--- config.mk ---
export PLATFORM = sky130hd
export DESIGN_NAME = window_level_label_overlay
export DESIGN_NICKNAME = d
export VERILOG_FILES = /design/src/design/wllo_pkg.sv /design/src/design/wllo_div.sv /design/src/design/window_level_label_overlay.sv
export SDC_FILE = /design/constraint.sdc
export NUM_CORES = 2
export LEC_CHECK = 0
export ABC_AREA = 0
export BUFFER_PORTS_ARGS = -buffer_cell sky130_fd_sc_hd__buf_2
export CAP_MARGIN = 20
export CORE_MARGIN = 8
export CORE_UTILIZATION = 65
export DETAILED_ROUTE_END_ITERATION = 8
export PLACE_DENSITY = 0.85
export SYNTH_ARGS = -nofsm -noshare
export SYNTH_HDL_FRONTEND = slang
export SYNTH_SLANG_ARGS = --single-unit
--- constraint.sdc ---
create_clock -name clk -period 16.3 [get_ports clk]
set_input_delay 0 -clock clk [delete_from_list [all_inputs] [get_ports clk]]
set_output_delay 0 -clock clk [all_outputs]
set_load 0.05 [all_outputs]
--- src/design/wllo_pkg.sv ---
package wllo_pkg;

	localparam int SAMPLE_BITS_DEFAULT = 16;
	localparam int WIN_BITS            = 16;
	localparam int OPACITY_BITS        = 9;
	localparam int CHAN_BITS           = 8;
	localparam int LABEL_BITS          = 2;
	localparam int CFG_INDEX_BITS      = 3;
	localparam int CFG_DATA_BITS       = 16;

	localparam int NUM_BITS      = 32;
	localparam int DEN_BITS      = 16;
	localparam int QUOT_BITS     = 16;
	localparam int DIV_STEP_BITS = 4;
	localparam int DIV_STAGES    = QUOT_BITS / DIV_STEP_BITS;

	localparam logic [CFG_INDEX_BITS-1:0] CFG_WINDOW_MIN       = 3'd0;
	localparam logic [CFG_INDEX_BITS-1:0] CFG_WINDOW_MAX       = 3'd1;
	localparam logic [CFG_INDEX_BITS-1:0] CFG_OPACITY          = 3'd2;
	localparam logic [CFG_INDEX_BITS-1:0] CFG_SHOW_CLASS_ONE   = 3'd3;
	localparam logic [CFG_INDEX_BITS-1:0] CFG_SHOW_CLASS_TWO   = 3'd4;
	localparam logic [CFG_INDEX_BITS-1:0] CFG_SHOW_CLASS_THREE = 3'd5;
	localparam logic [CFG_INDEX_BITS-1:0] CFG_OVERLAY_ENABLE   = 3'd6;

	localparam logic signed [WIN_BITS-1:0] WINDOW_MIN_RESET = 16'sd0;
	localparam logic signed [WIN_BITS-1:0] WINDOW_MAX_RESET = 16'sd4095;
	localparam logic [OPACITY_BITS-1:0]    OPACITY_RESET    = 9'd128;
	localparam logic [OPACITY_BITS-1:0]    OPACITY_FULL     = 9'd256;

	localparam logic [LABEL_BITS-1:0] LABEL_CLASS_ONE   = 2'd1;
	localparam logic [LABEL_BITS-1:0] LABEL_CLASS_TWO   = 2'd2;
	localparam logic [LABEL_BITS-1:0] LABEL_CLASS_THREE = 2'd3;

	localparam logic [CHAN_BITS-1:0] CLASS_RED   [4] = '{8'd0, 8'd255, 8'd60, 8'd255};
	localparam logic [CHAN_BITS-1:0] CLASS_GREEN [4] = '{8'd0, 8'd60, 8'd220, 8'd220};
	localparam logic [CHAN_BITS-1:0] CLASS_BLUE  [4] = '{8'd0, 8'd60, 8'd60, 8'd40};

	typedef struct packed {
		logic                  show;
		logic [LABEL_BITS-1:0] label;
	} pix_side_t;

endpackage

--- src/design/wllo_div.sv ---
module wllo_div (
	input  logic                           clk,
	input  logic                           arst_n,
	input  logic                           in_valid,
	input  logic [wllo_pkg::NUM_BITS-1:0]  num,
	input  logic [wllo_pkg::DEN_BITS-1:0]  den,
	input  wllo_pkg::pix_side_t            in_side,
	output logic                           out_valid,
	output logic [wllo_pkg::QUOT_BITS-1:0] quot,
	output wllo_pkg::pix_side_t            out_side
);
	import wllo_pkg::*;

	function automatic logic [DEN_BITS+DIV_STEP_BITS-1:0] div_steps(
		input logic [DEN_BITS-1:0]      r,
		input logic [DIV_STEP_BITS-1:0] nb,
		input logic [DEN_BITS-1:0]      d
	);
		logic [DEN_BITS:0]        t;
		logic [DEN_BITS-1:0]      rr;
		logic [DIV_STEP_BITS-1:0] q;
		rr = r;
		q  = '0;
		for (int i = DIV_STEP_BITS - 1; i >= 0; i--) begin
			t = {rr, nb[i]};
			if (t >= {1'b0, d}) begin
				t    = t - {1'b0, d};
				q[i] = 1'b1;
			end
			rr = t[DEN_BITS-1:0];
		end
		return {rr, q};
	endfunction

	logic [DEN_BITS-1:0]  rem_s  [DIV_STAGES];
	logic [QUOT_BITS-1:0] low_s  [DIV_STAGES];
	logic [QUOT_BITS-1:0] quot_s [DIV_STAGES];
	logic                 vld_s  [DIV_STAGES];
	pix_side_t            side_s [DIV_STAGES];

	for (genvar k = 0; k < DIV_STAGES; k++) begin : g_stage
		logic [DEN_BITS-1:0]               rem_in;
		logic [QUOT_BITS-1:0]              low_in;
		logic [QUOT_BITS-1:0]              quot_in;
		logic                              vld_in;
		pix_side_t                         side_in;
		logic [DEN_BITS+DIV_STEP_BITS-1:0] step;

		if (k == 0) begin : g_first
			assign rem_in  = num[NUM_BITS-1 -: DEN_BITS];
			assign low_in  = num[QUOT_BITS-1:0];
			assign quot_in = '0;
			assign vld_in  = in_valid;
			assign side_in = in_side;
		end else begin : g_next
			assign rem_in  = rem_s[k-1];
			assign low_in  = low_s[k-1];
			assign quot_in = quot_s[k-1];
			assign vld_in  = vld_s[k-1];
			assign side_in = side_s[k-1];
		end

		assign step = div_steps(rem_in, low_in[QUOT_BITS-1 -: DIV_STEP_BITS], den);

		always_ff @(posedge clk or negedge arst_n) begin
			if (!arst_n) begin
				vld_s[k] <= 1'b0;
			end else begin
				vld_s[k] <= vld_in;
			end
		end

		always_ff @(posedge clk) begin
			rem_s[k]  <= step[DEN_BITS+DIV_STEP_BITS-1 -: DEN_BITS];
			low_s[k]  <= low_in << DIV_STEP_BITS;
			quot_s[k] <= {quot_in[QUOT_BITS-DIV_STEP_BITS-1:0], step[DIV_STEP_BITS-1:0]};
			side_s[k] <= side_in;
		end
	end

	assign out_valid = vld_s[DIV_STAGES-1];
	assign quot      = quot_s[DIV_STAGES-1];
	assign out_side  = side_s[DIV_STAGES-1];

endmodule

--- src/design/window_level_label_overlay.sv ---
// Window/level gray mapping with a coloured class overlay, one pixel per clock.
// Input channel: drive sample and label with start high; the pixel transfers
// at any rising edge where start is high and busy is low. busy stays low, so
// a new pixel may be offered in every cycle.
// Result channel: gray_out, red_out, green_out and blue_out are valid for one
// cycle while done is high. Throughput is 1 pixel/cycle. The pipeline stages
// are clamp, scale, four divider stages of four quotient bits each, blend
// multiply, blend sum and clamp. The receiver cannot stall; results leave in
// input order with no back-pressure. Configuration: cfg_valid/cfg_ready with
// cfg_index and cfg_data; cfg_ready is always high. The user must write
// registers only while no pixel is in flight; the block does not enforce
// this. Reset (arst_n low) clears every pipeline valid bit and loads the
// register defaults: window 0..4095, opacity 128, all classes shown, overlay
// off.
module window_level_label_overlay #(
	parameter int SAMPLE_BITS = wllo_pkg::SAMPLE_BITS_DEFAULT
) (
	input  logic                                clk,
	input  logic                                arst_n,
	input  logic                                start,
	output logic                                busy,
	input  logic signed [SAMPLE_BITS-1:0]       sample,
	input  logic [wllo_pkg::LABEL_BITS-1:0]     label,
	output logic                                done,
	output logic [wllo_pkg::CHAN_BITS-1:0]      gray_out,
	output logic [wllo_pkg::CHAN_BITS-1:0]      red_out,
	output logic [wllo_pkg::CHAN_BITS-1:0]      green_out,
	output logic [wllo_pkg::CHAN_BITS-1:0]      blue_out,
	input  logic                                cfg_valid,
	output logic                                cfg_ready,
	input  logic [wllo_pkg::CFG_INDEX_BITS-1:0] cfg_index,
	input  logic [wllo_pkg::CFG_DATA_BITS-1:0]  cfg_data
);
	import wllo_pkg::*;

	localparam int EXT_BITS = ((SAMPLE_BITS > WIN_BITS) ? SAMPLE_BITS : WIN_BITS) + 1;
	localparam int PROD_BITS = QUOT_BITS + OPACITY_BITS;
	localparam int COL_BITS  = CHAN_BITS + OPACITY_BITS;
	localparam int ACC_BITS  = PROD_BITS + 1;

	logic signed [WIN_BITS-1:0] win_min_q;
	logic signed [WIN_BITS-1:0] win_max_q;
	logic [OPACITY_BITS-1:0]    opacity_q;
	logic                       show_one_q;
	logic                       show_two_q;
	logic                       show_three_q;
	logic                       overlay_q;

	assign cfg_ready = 1'b1;
	assign busy      = 1'b0;

	always_ff @(posedge clk or negedge arst_n) begin
		if (!arst_n) begin
			win_min_q    <= WINDOW_MIN_RESET;
			win_max_q    <= WINDOW_MAX_RESET;
			opacity_q    <= OPACITY_RESET;
			show_one_q   <= 1'b1;
			show_two_q   <= 1'b1;
			show_three_q <= 1'b1;
			overlay_q    <= 1'b0;
		end else if (cfg_valid && cfg_ready) begin
			unique case (cfg_index)
				CFG_WINDOW_MIN:       win_min_q    <= cfg_data[WIN_BITS-1:0];
				CFG_WINDOW_MAX:       win_max_q    <= cfg_data[WIN_BITS-1:0];
				CFG_OPACITY:          opacity_q    <= cfg_data[OPACITY_BITS-1:0];
				CFG_SHOW_CLASS_ONE:   show_one_q   <= cfg_data[0];
				CFG_SHOW_CLASS_TWO:   show_two_q   <= cfg_data[0];
				CFG_SHOW_CLASS_THREE: show_three_q <= cfg_data[0];
				CFG_OVERLAY_ENABLE:   overlay_q    <= cfg_data[0];
				default: ;
			endcase
		end
	end

	// window clamp and offset
	logic                       accept;
	logic signed [EXT_BITS-1:0] v_x;
	logic signed [EXT_BITS-1:0] min_x;
	logic signed [EXT_BITS-1:0] max_x;
	logic signed [EXT_BITS-1:0] off_x;
	logic signed [WIN_BITS:0]   range_x;
	logic                       empty;
	logic [DEN_BITS-1:0]        den;
	logic [DEN_BITS-1:0]        d_next;
	logic                       show_next;

	assign accept  = start && !busy;
	assign v_x     = EXT_BITS'(sample);
	assign min_x   = EXT_BITS'(win_min_q);
	assign max_x   = EXT_BITS'(win_max_q);
	assign off_x   = v_x - min_x;
	assign range_x = (WIN_BITS + 1)'(win_max_q) - (WIN_BITS + 1)'(win_min_q);
	assign empty   = (win_max_q <= win_min_q);
	assign den     = empty ? DEN_BITS'(1) : range_x[DEN_BITS-1:0];

	always_comb begin
		if (empty || v_x <= min_x) begin
			d_next = '0;
		end else if (v_x >= max_x) begin
			d_next = range_x[DEN_BITS-1:0];
		end else begin
			d_next = off_x[DEN_BITS-1:0];
		end
	end

	assign show_next = overlay_q &&
		((label == LABEL_CLASS_ONE   && show_one_q) ||
		 (label == LABEL_CLASS_TWO   && show_two_q) ||
		 (label == LABEL_CLASS_THREE && show_three_q));

	logic                vld_s1;
	logic [DEN_BITS-1:0] d_s1;
	pix_side_t           side_s1;

	always_ff @(posedge clk or negedge arst_n) begin
		if (!arst_n) begin
			vld_s1 <= 1'b0;
		end else begin
			vld_s1 <= accept;
		end
	end

	always_ff @(posedge clk) begin
		d_s1          <= d_next;
		side_s1.show  <= show_next;
		side_s1.label <= label;
	end

	// scale by 255 * 256: d * 65536 - d * 256
	logic                vld_s2;
	logic [NUM_BITS-1:0] num_s2;
	pix_side_t           side_s2;

	always_ff @(posedge clk or negedge arst_n) begin
		if (!arst_n) begin
			vld_s2 <= 1'b0;
		end else begin
			vld_s2 <= vld_s1;
		end
	end

	always_ff @(posedge clk) begin
		num_s2  <= {d_s1, 16'h0000} - {8'h00, d_s1, 8'h00};
		side_s2 <= side_s1;
	end

	logic                 div_vld;
	logic [QUOT_BITS-1:0] div_quot;
	pix_side_t            div_side;

	wllo_div u_div (
		.clk       (clk),
		.arst_n    (arst_n),
		.in_valid  (vld_s2),
		.num       (num_s2),
		.den       (den),
		.in_side   (side_s2),
		.out_valid (div_vld),
		.quot      (div_quot),
		.out_side  (div_side)
	);

	// blend products
	logic [OPACITY_BITS-1:0] o_sat;
	logic [OPACITY_BITS-1:0] o_inv;

	assign o_sat = (opacity_q > OPACITY_FULL) ? OPACITY_FULL : opacity_q;
	assign o_inv = OPACITY_FULL - o_sat;

	logic                 vld_s7;
	logic                 show_s7;
	logic [CHAN_BITS-1:0] gray_s7;
	logic [PROD_BITS-1:0] prod_s7;
	logic [COL_BITS-1:0]  red_s7;
	logic [COL_BITS-1:0]  green_s7;
	logic [COL_BITS-1:0]  blue_s7;

	always_ff @(posedge clk or negedge arst_n) begin
		if (!arst_n) begin
			vld_s7 <= 1'b0;
		end else begin
			vld_s7 <= div_vld;
		end
	end

	always_ff @(posedge clk) begin
		show_s7  <= div_side.show;
		gray_s7  <= div_quot[QUOT_BITS-1 -: CHAN_BITS];
		prod_s7  <= PROD_BITS'(div_quot) * PROD_BITS'(o_inv);
		red_s7   <= COL_BITS'(CLASS_RED[div_side.label]) * COL_BITS'(o_sat);
		green_s7 <= COL_BITS'(CLASS_GREEN[div_side.label]) * COL_BITS'(o_sat);
		blue_s7  <= COL_BITS'(CLASS_BLUE[div_side.label]) * COL_BITS'(o_sat);
	end

	// blend sum, truncate and clamp
	function automatic logic [CHAN_BITS-1:0] blend_sum(
		input logic [PROD_BITS-1:0] p,
		input logic [COL_BITS-1:0]  c
	);
		logic [ACC_BITS-1:0] acc;
		logic [ACC_BITS-17:0] res;
		acc = ACC_BITS'(p) + ACC_BITS'({c, 8'h00});
		res = acc[ACC_BITS-1:16];
		return (res > (ACC_BITS - 16)'(255)) ? 8'hFF : res[CHAN_BITS-1:0];
	endfunction

	logic                 vld_s8;
	logic [CHAN_BITS-1:0] gray_s8;
	logic [CHAN_BITS-1:0] red_s8;
	logic [CHAN_BITS-1:0] green_s8;
	logic [CHAN_BITS-1:0] blue_s8;

	always_ff @(posedge clk or negedge arst_n) begin
		if (!arst_n) begin
			vld_s8 <= 1'b0;
		end else begin
			vld_s8 <= vld_s7;
		end
	end

	always_ff @(posedge clk) begin
		gray_s8 <= gray_s7;
		if (show_s7) begin
			red_s8   <= blend_sum(prod_s7, red_s7);
			green_s8 <= blend_sum(prod_s7, green_s7);
			blue_s8  <= blend_sum(prod_s7, blue_s7);
		end else begin
			red_s8   <= gray_s7;
			green_s8 <= gray_s7;
			blue_s8  <= gray_s7;
		end
	end

	assign done      = vld_s8;
	assign gray_out  = gray_s8;
	assign red_out   = red_s8;
	assign green_out = green_s8;
	assign blue_out  = blue_s8;

endmodule

# Word level (Yosys, flattened, before mapping)
# Memories as Yosys holds them, arrays and structs flattened.
# Cells that the tools add are included.
# word_totals
ramBits	188
register_bits	224
output_inout_bits	35
n_memories	4
in_bits	41
elab_cells	161
# memory_table
memory	depth	width	read_ports	rd_clocked_by_memory_dff	write_ports	line_no	rtl
u_div.quot_s	4	16	4	0	4	wllo_div.sv:37	logic [QUOT_BITS-1:0] quot_s [DIV_STAGES];
u_div.rem_s	4	16	3	0	4	wllo_div.sv:35	logic [DEN_BITS-1:0] rem_s [DIV_STAGES];
u_div.low_s	4	12	3	0	4	wllo_div.sv:36	logic [QUOT_BITS-1:0] low_s [DIV_STAGES];
u_div.side_s	4	3	4	0	4	wllo_div.sv:39	pix_side_t side_s [DIV_STAGES];
# classes
order_cmp	24
muxes	50
multipliers	4
bitwise	1
reduce_logical	15
addsub	23
n_eq_ne	9
# op_table
cell	n
$mux W16	18
$sub A16 B16 Y16	18
$ge A17 B16 Y1	16
$mux W8	12
$add A25 B25 Y26	3
$mul A8 B9 Y17	3
$bmux W8 S2	3
$le A16 B16 Y1	2
$sub A32 B24 Y32	1
$gt A10 B8 Y1 const B	3
$mul A16 B9 Y25	1
$ge A16 B16 Y1	1
$mux W1	16
$reduce_and A2 Y1	7
$eq A3 B3 Y1 const B	3
$gt A9 B9 Y1 const B	1
$mux W9	1
$sub A9 B9 Y9 const A	1
$eq A3 B2 Y1 const B	2
$eq A2 B2 Y1 const B	2
$logic_and A1 B1 Y1	4
$eq A3 B1 Y1 const B	1
$ge A3 B3 Y1 const B	1
$logic_not A3 Y1	1
3 further kinds	5

# Logic depth before layout (Yosys ltp)
# depth
word_depth	10
mapped_depth	60
mapped_depth_nobuf	58

# Cells and area by module
# A second synthesis with hierarchy kept.
# hier_totals
hier_cells	3936
area_unflattened_um2	34428.0
# modules_own_cells
mod	cells_per_inst	n_inst	area_each_um2
window_level_label_overlay	1929	1	18087.3
wllo_div	2007	1	16340.7

# Least setup slack after synthesis
# OpenSTA, ideal clock, no wires.
# synth_timing
kind	reg2reg
startpoint	reg win_max_q[0]
endpoint	mem u_div.rem_s[0][11]
t_arrival_ns	12.658
path_slack_ns	3.521
setup_ns	0.122
t_required_ns	16.178
synth_period_minus_slack_ns	12.779
path_stages_with_launch	57
cell_sequence	dfstp_2 > inv_1 > ha_1 > inv_1 > fa_1 > a211oi_1 > o21a_1 > a21o_4 > a21boi_4 > nand2_1 > ha_1 > nor2b_1 > o31a_1 > o31ai_2 > o221ai_2 > a21o_1 > a21oi_2 > clkbuf_1 > [21 not listed] > a221oi_1 > o31a_1 > inv_2 > buf_1 > a21oi_1 > ha_1 > nor2b_1 > o21a_1 > o21ai_0 > a311oi_1 > nor4_1 > o31ai_1 > a21o_1 > a311oi_1 > and2_1 > clkbuf_1 > nor3_1 > a221o_1
# synth_rtl
element	line_no	rtl
start, declared	window_level_label_overlay.sv:42	logic signed [WIN_BITS-1:0] win_max_q;
start signal, assigned	window_level_label_overlay.sv:64	CFG_WINDOW_MAX: win_max_q <= cfg_data[WIN_BITS-1:0];
end, declared	wllo_div.sv:35	

==> results.cfg <==
[sta]
slew_violations = 0
min_period_ps = 15080
worstMarginPinSlew_ps = 1020
rsz0062_at_grt = no
max_freq_mhz = 66.3
fin_ws_ps = 1220
clock_skew_ps = 16.7
fin_tns_setup_ps = 0
setup_viol = 0
hold_viol_final = 0
fin_crit_sh_pct = 92.5
slew_headroom_pct = 32.0
timing.hold.ws_ps = 46.3

[clock_network]
cts.clk_slew.worst_paths_ps = 60
cts.path.max_buffers = 3
cts_tree = yes
cts.sinks = 307
clk_latency_ps = 570
cts_max_level = 2
cts_root_buffer = clkbuf_16
post-cts-setup-buffer-count = 0
cts-buffers-inserted = 36

[finish]
layout-drive-gt1-share_pct = 7.59
nets = 4798
syn_to_final_growth_pct = 7.93
fin_cells = 4789

[synth]
async_flop_share_pct = 17.3
syn-num-nets = 4711
synth_seq_cells = 307
ys.flop_type = dfxtp_1
synth_top_area_share_pct = 18.3
yosys_warnings = 0
synth_edf_count = 0
avgSynthCellArea_um2 = 8.53
synth_area_um2 = 34000
ys_seq_area_share_pct = 18.9
synthCells = 3985
ys_top_cells_by_area = ha_1 18%, dfxtp_1 15%, fa_1 11%
yosys.area.top_type = ha_1
synth_cell_types = 108

[setup_path]
crit_required_ps = 16760
cp.arrival_ps = 15540
crit_path_max_fanout = 24
rr_worst_depth = 55
r2r_end = u_div.rem_s[0][3]$_DFF_P_
critPathLaunchType = register
slowest_delay_ps = 710
critical-path-slowest-cell = a21oi_2
regToRegSetupSlack_ps = 1220
end_kind = register
rr_startpoint = win_min_q[1]$_DFFE_PN0P_
path_class = register to register
crit_top_cell = o21ai_0

[routing]
via_count = 30300
drtIter0Drc = 2338
wl_per_cell_um = 20.8
first_pass_iters = 7
via_per_inst = 6.33
drc_errors = 0
drt_wl_total_um = 99500
ant_nets = 0

[placement]
gp_congestion = 0.972
dpl.cell_count = 4695
place_ws_ps = 1250
numPortBuffers = 73
place_hpwl_um = 76900

[global_routing]
grt_start_max_net_pins = 54
grt_overflow = 0
grt_pass1_wl_um = 156000
grt.total_usage_pct = 32.1
antenna_found_initial = 2
grt_pass1_vias = 30200

[floorplanning]
boundaryPins = 76
core_area_um2 = 52100
rows = 84
die-area_um2 = 59900
fp.dieW_um = 245
start_util_pct = 65.2
die_h_um = 245

[job]
drv_cap = 0

[worst_hold_path]
hp-class = input pin to register
hold_end = d_s1[12]$_SDFF_PP0_
hold_depth = 5
holdCritStartpoint = sample[12]

[status]
outcome = complete, no violations
[sequential cells by signal (all words and copies together) (netlist names), 3 cells and up]
register              cells
gray_s7                   8
d_s1                     16
side_s2                   3
blue_s7                  14
red_out                   8
u_div.low_s               4
red_s7                   17
u_div.rem_s              48
blue_out                  8
green_out                 8
prod_s7                  17
u_div.g_stage.vld_in      3
gray_out                  8
num_s2                   24
u_div.side_s             12
side_s1                   3
u_div.quot_s             40
green_s7                 15
opacity_q                 9
win_min_q                16
win_max_q                16
[worst max-delay path by stage]
stage | from | endpoint
6_report | win_min_q[1]$_DFFE_PN0P_ | u_div.rem_s[0][3]$_DFF_P_
3_3_place_gp | win_max_q[1]$_DFFE_PN1P_ | u_div.rem_s[1][14]$_DFF_P_
3_5_place_dp | win_min_q[1]$_DFFE_PN0P_ | u_div.rem_s[1][3]$_DFF_P_
5_1_grt | win_min_q[1]$_DFFE_PN0P_ | u_div.rem_s[0][3]$_DFF_P_
4_1_cts | win_min_q[1]$_DFFE_PN0P_ | u_div.rem_s[1][14]$_DFF_P_
2_1_floorplan | win_max_q[0]$_DFFE_PN1P_ | u_div.rem_s[0][11]$_DFF_P_
[kinds of logic after synthesis]
kind of cell,share of synthesized area (%)
AO/OA/AOI/OAI,19.8
buffers and inverters,5.43
XOR/XNOR,7.52
AND/OR/NAND/NOR,15.4
flip-flops,18.9
multiplexers,3.52
other,0.0221
adder cells (fa/ha/maj),29.4
[worst max-delay path, delay by kind of cell, from the launching register on]
kind | cells | cell delay [ps]
buffers and inverters | 6 | 940
AND/OR/NAND/NOR | 15 | 3350
XOR/XNOR | 1 | 190
adder cells (fa/ha/maj) | 5 | 1730
AO/OA/AOI/OAI | 28 | 8310
flip-flops | 1 | 390
[cell type report]
class,instances,area [µm²]
antenna,2,5.00
clock buffer,51,1060
clock inverter,14,219
fill,4057,15400
inverter,401,1510
multi-input combinational,3196,25700
sequential,307,6430
tap,688,861
timing repair buffer,130,856
[synth_stat cells (all sizes together), types with 20 or more instances]
cell and n:
a21oi 272, o21ai 231, o21bai 46, dfrtp 37, and2 73, o21a 54
nand4 49, o41ai 24, a211oi 34, a21o 113, mux2 65, nor3 78
nor2b 55, nand3 59, ha 497, xor2 104, dfxtp 254, clkbuf 63
nor4 20, fa 188, nor2 267, mux2i 46, o22a 20, nand2 346
nand2b 38, a31oi 29, o221ai 22, inv 400, xnor2 188, and3 49
[through the flow]
step	instance area (µm²)	utilization (%)
floorplan	34000	-
global placement	35100	67.4
detailed placement	35100	67.4
CTS	36700	70.3
global route	36700	70.4
finish	36700	70.4
[cell usage in the layout (no fill, tap or decap), drive strengths merged, types with 113 or more instances in the layout]
cell	netlist	layout
nor2	267	267
xnor2	188	188
inv	400	402
fa	188	188
a21oi	272	272
dfxtp	254	254
nand2	346	346
a21o	113	113
o21ai	231	231
ha	497	497
[metal layers]
metal  up-vias  GRT usage, %  part of all wire [%]
li1      14200             -                     -
met1     14300          38.2                    39
met2      1388          55.3                    48
met3       349          5.00                   7.7
met4         0          17.6                   5.8
met5         -             0                     0
[timing repair]
action                                 in CTS  in global routing
setup endpoints to repair                   0                 17
endpoints found under the hold margin     103                  0
gates resized for setup                     0                  1
hold buffers                               25                  0
Power is not shown: default switching activity piles up to over one toggle a cycle in this logic, so the estimate is an artifact.
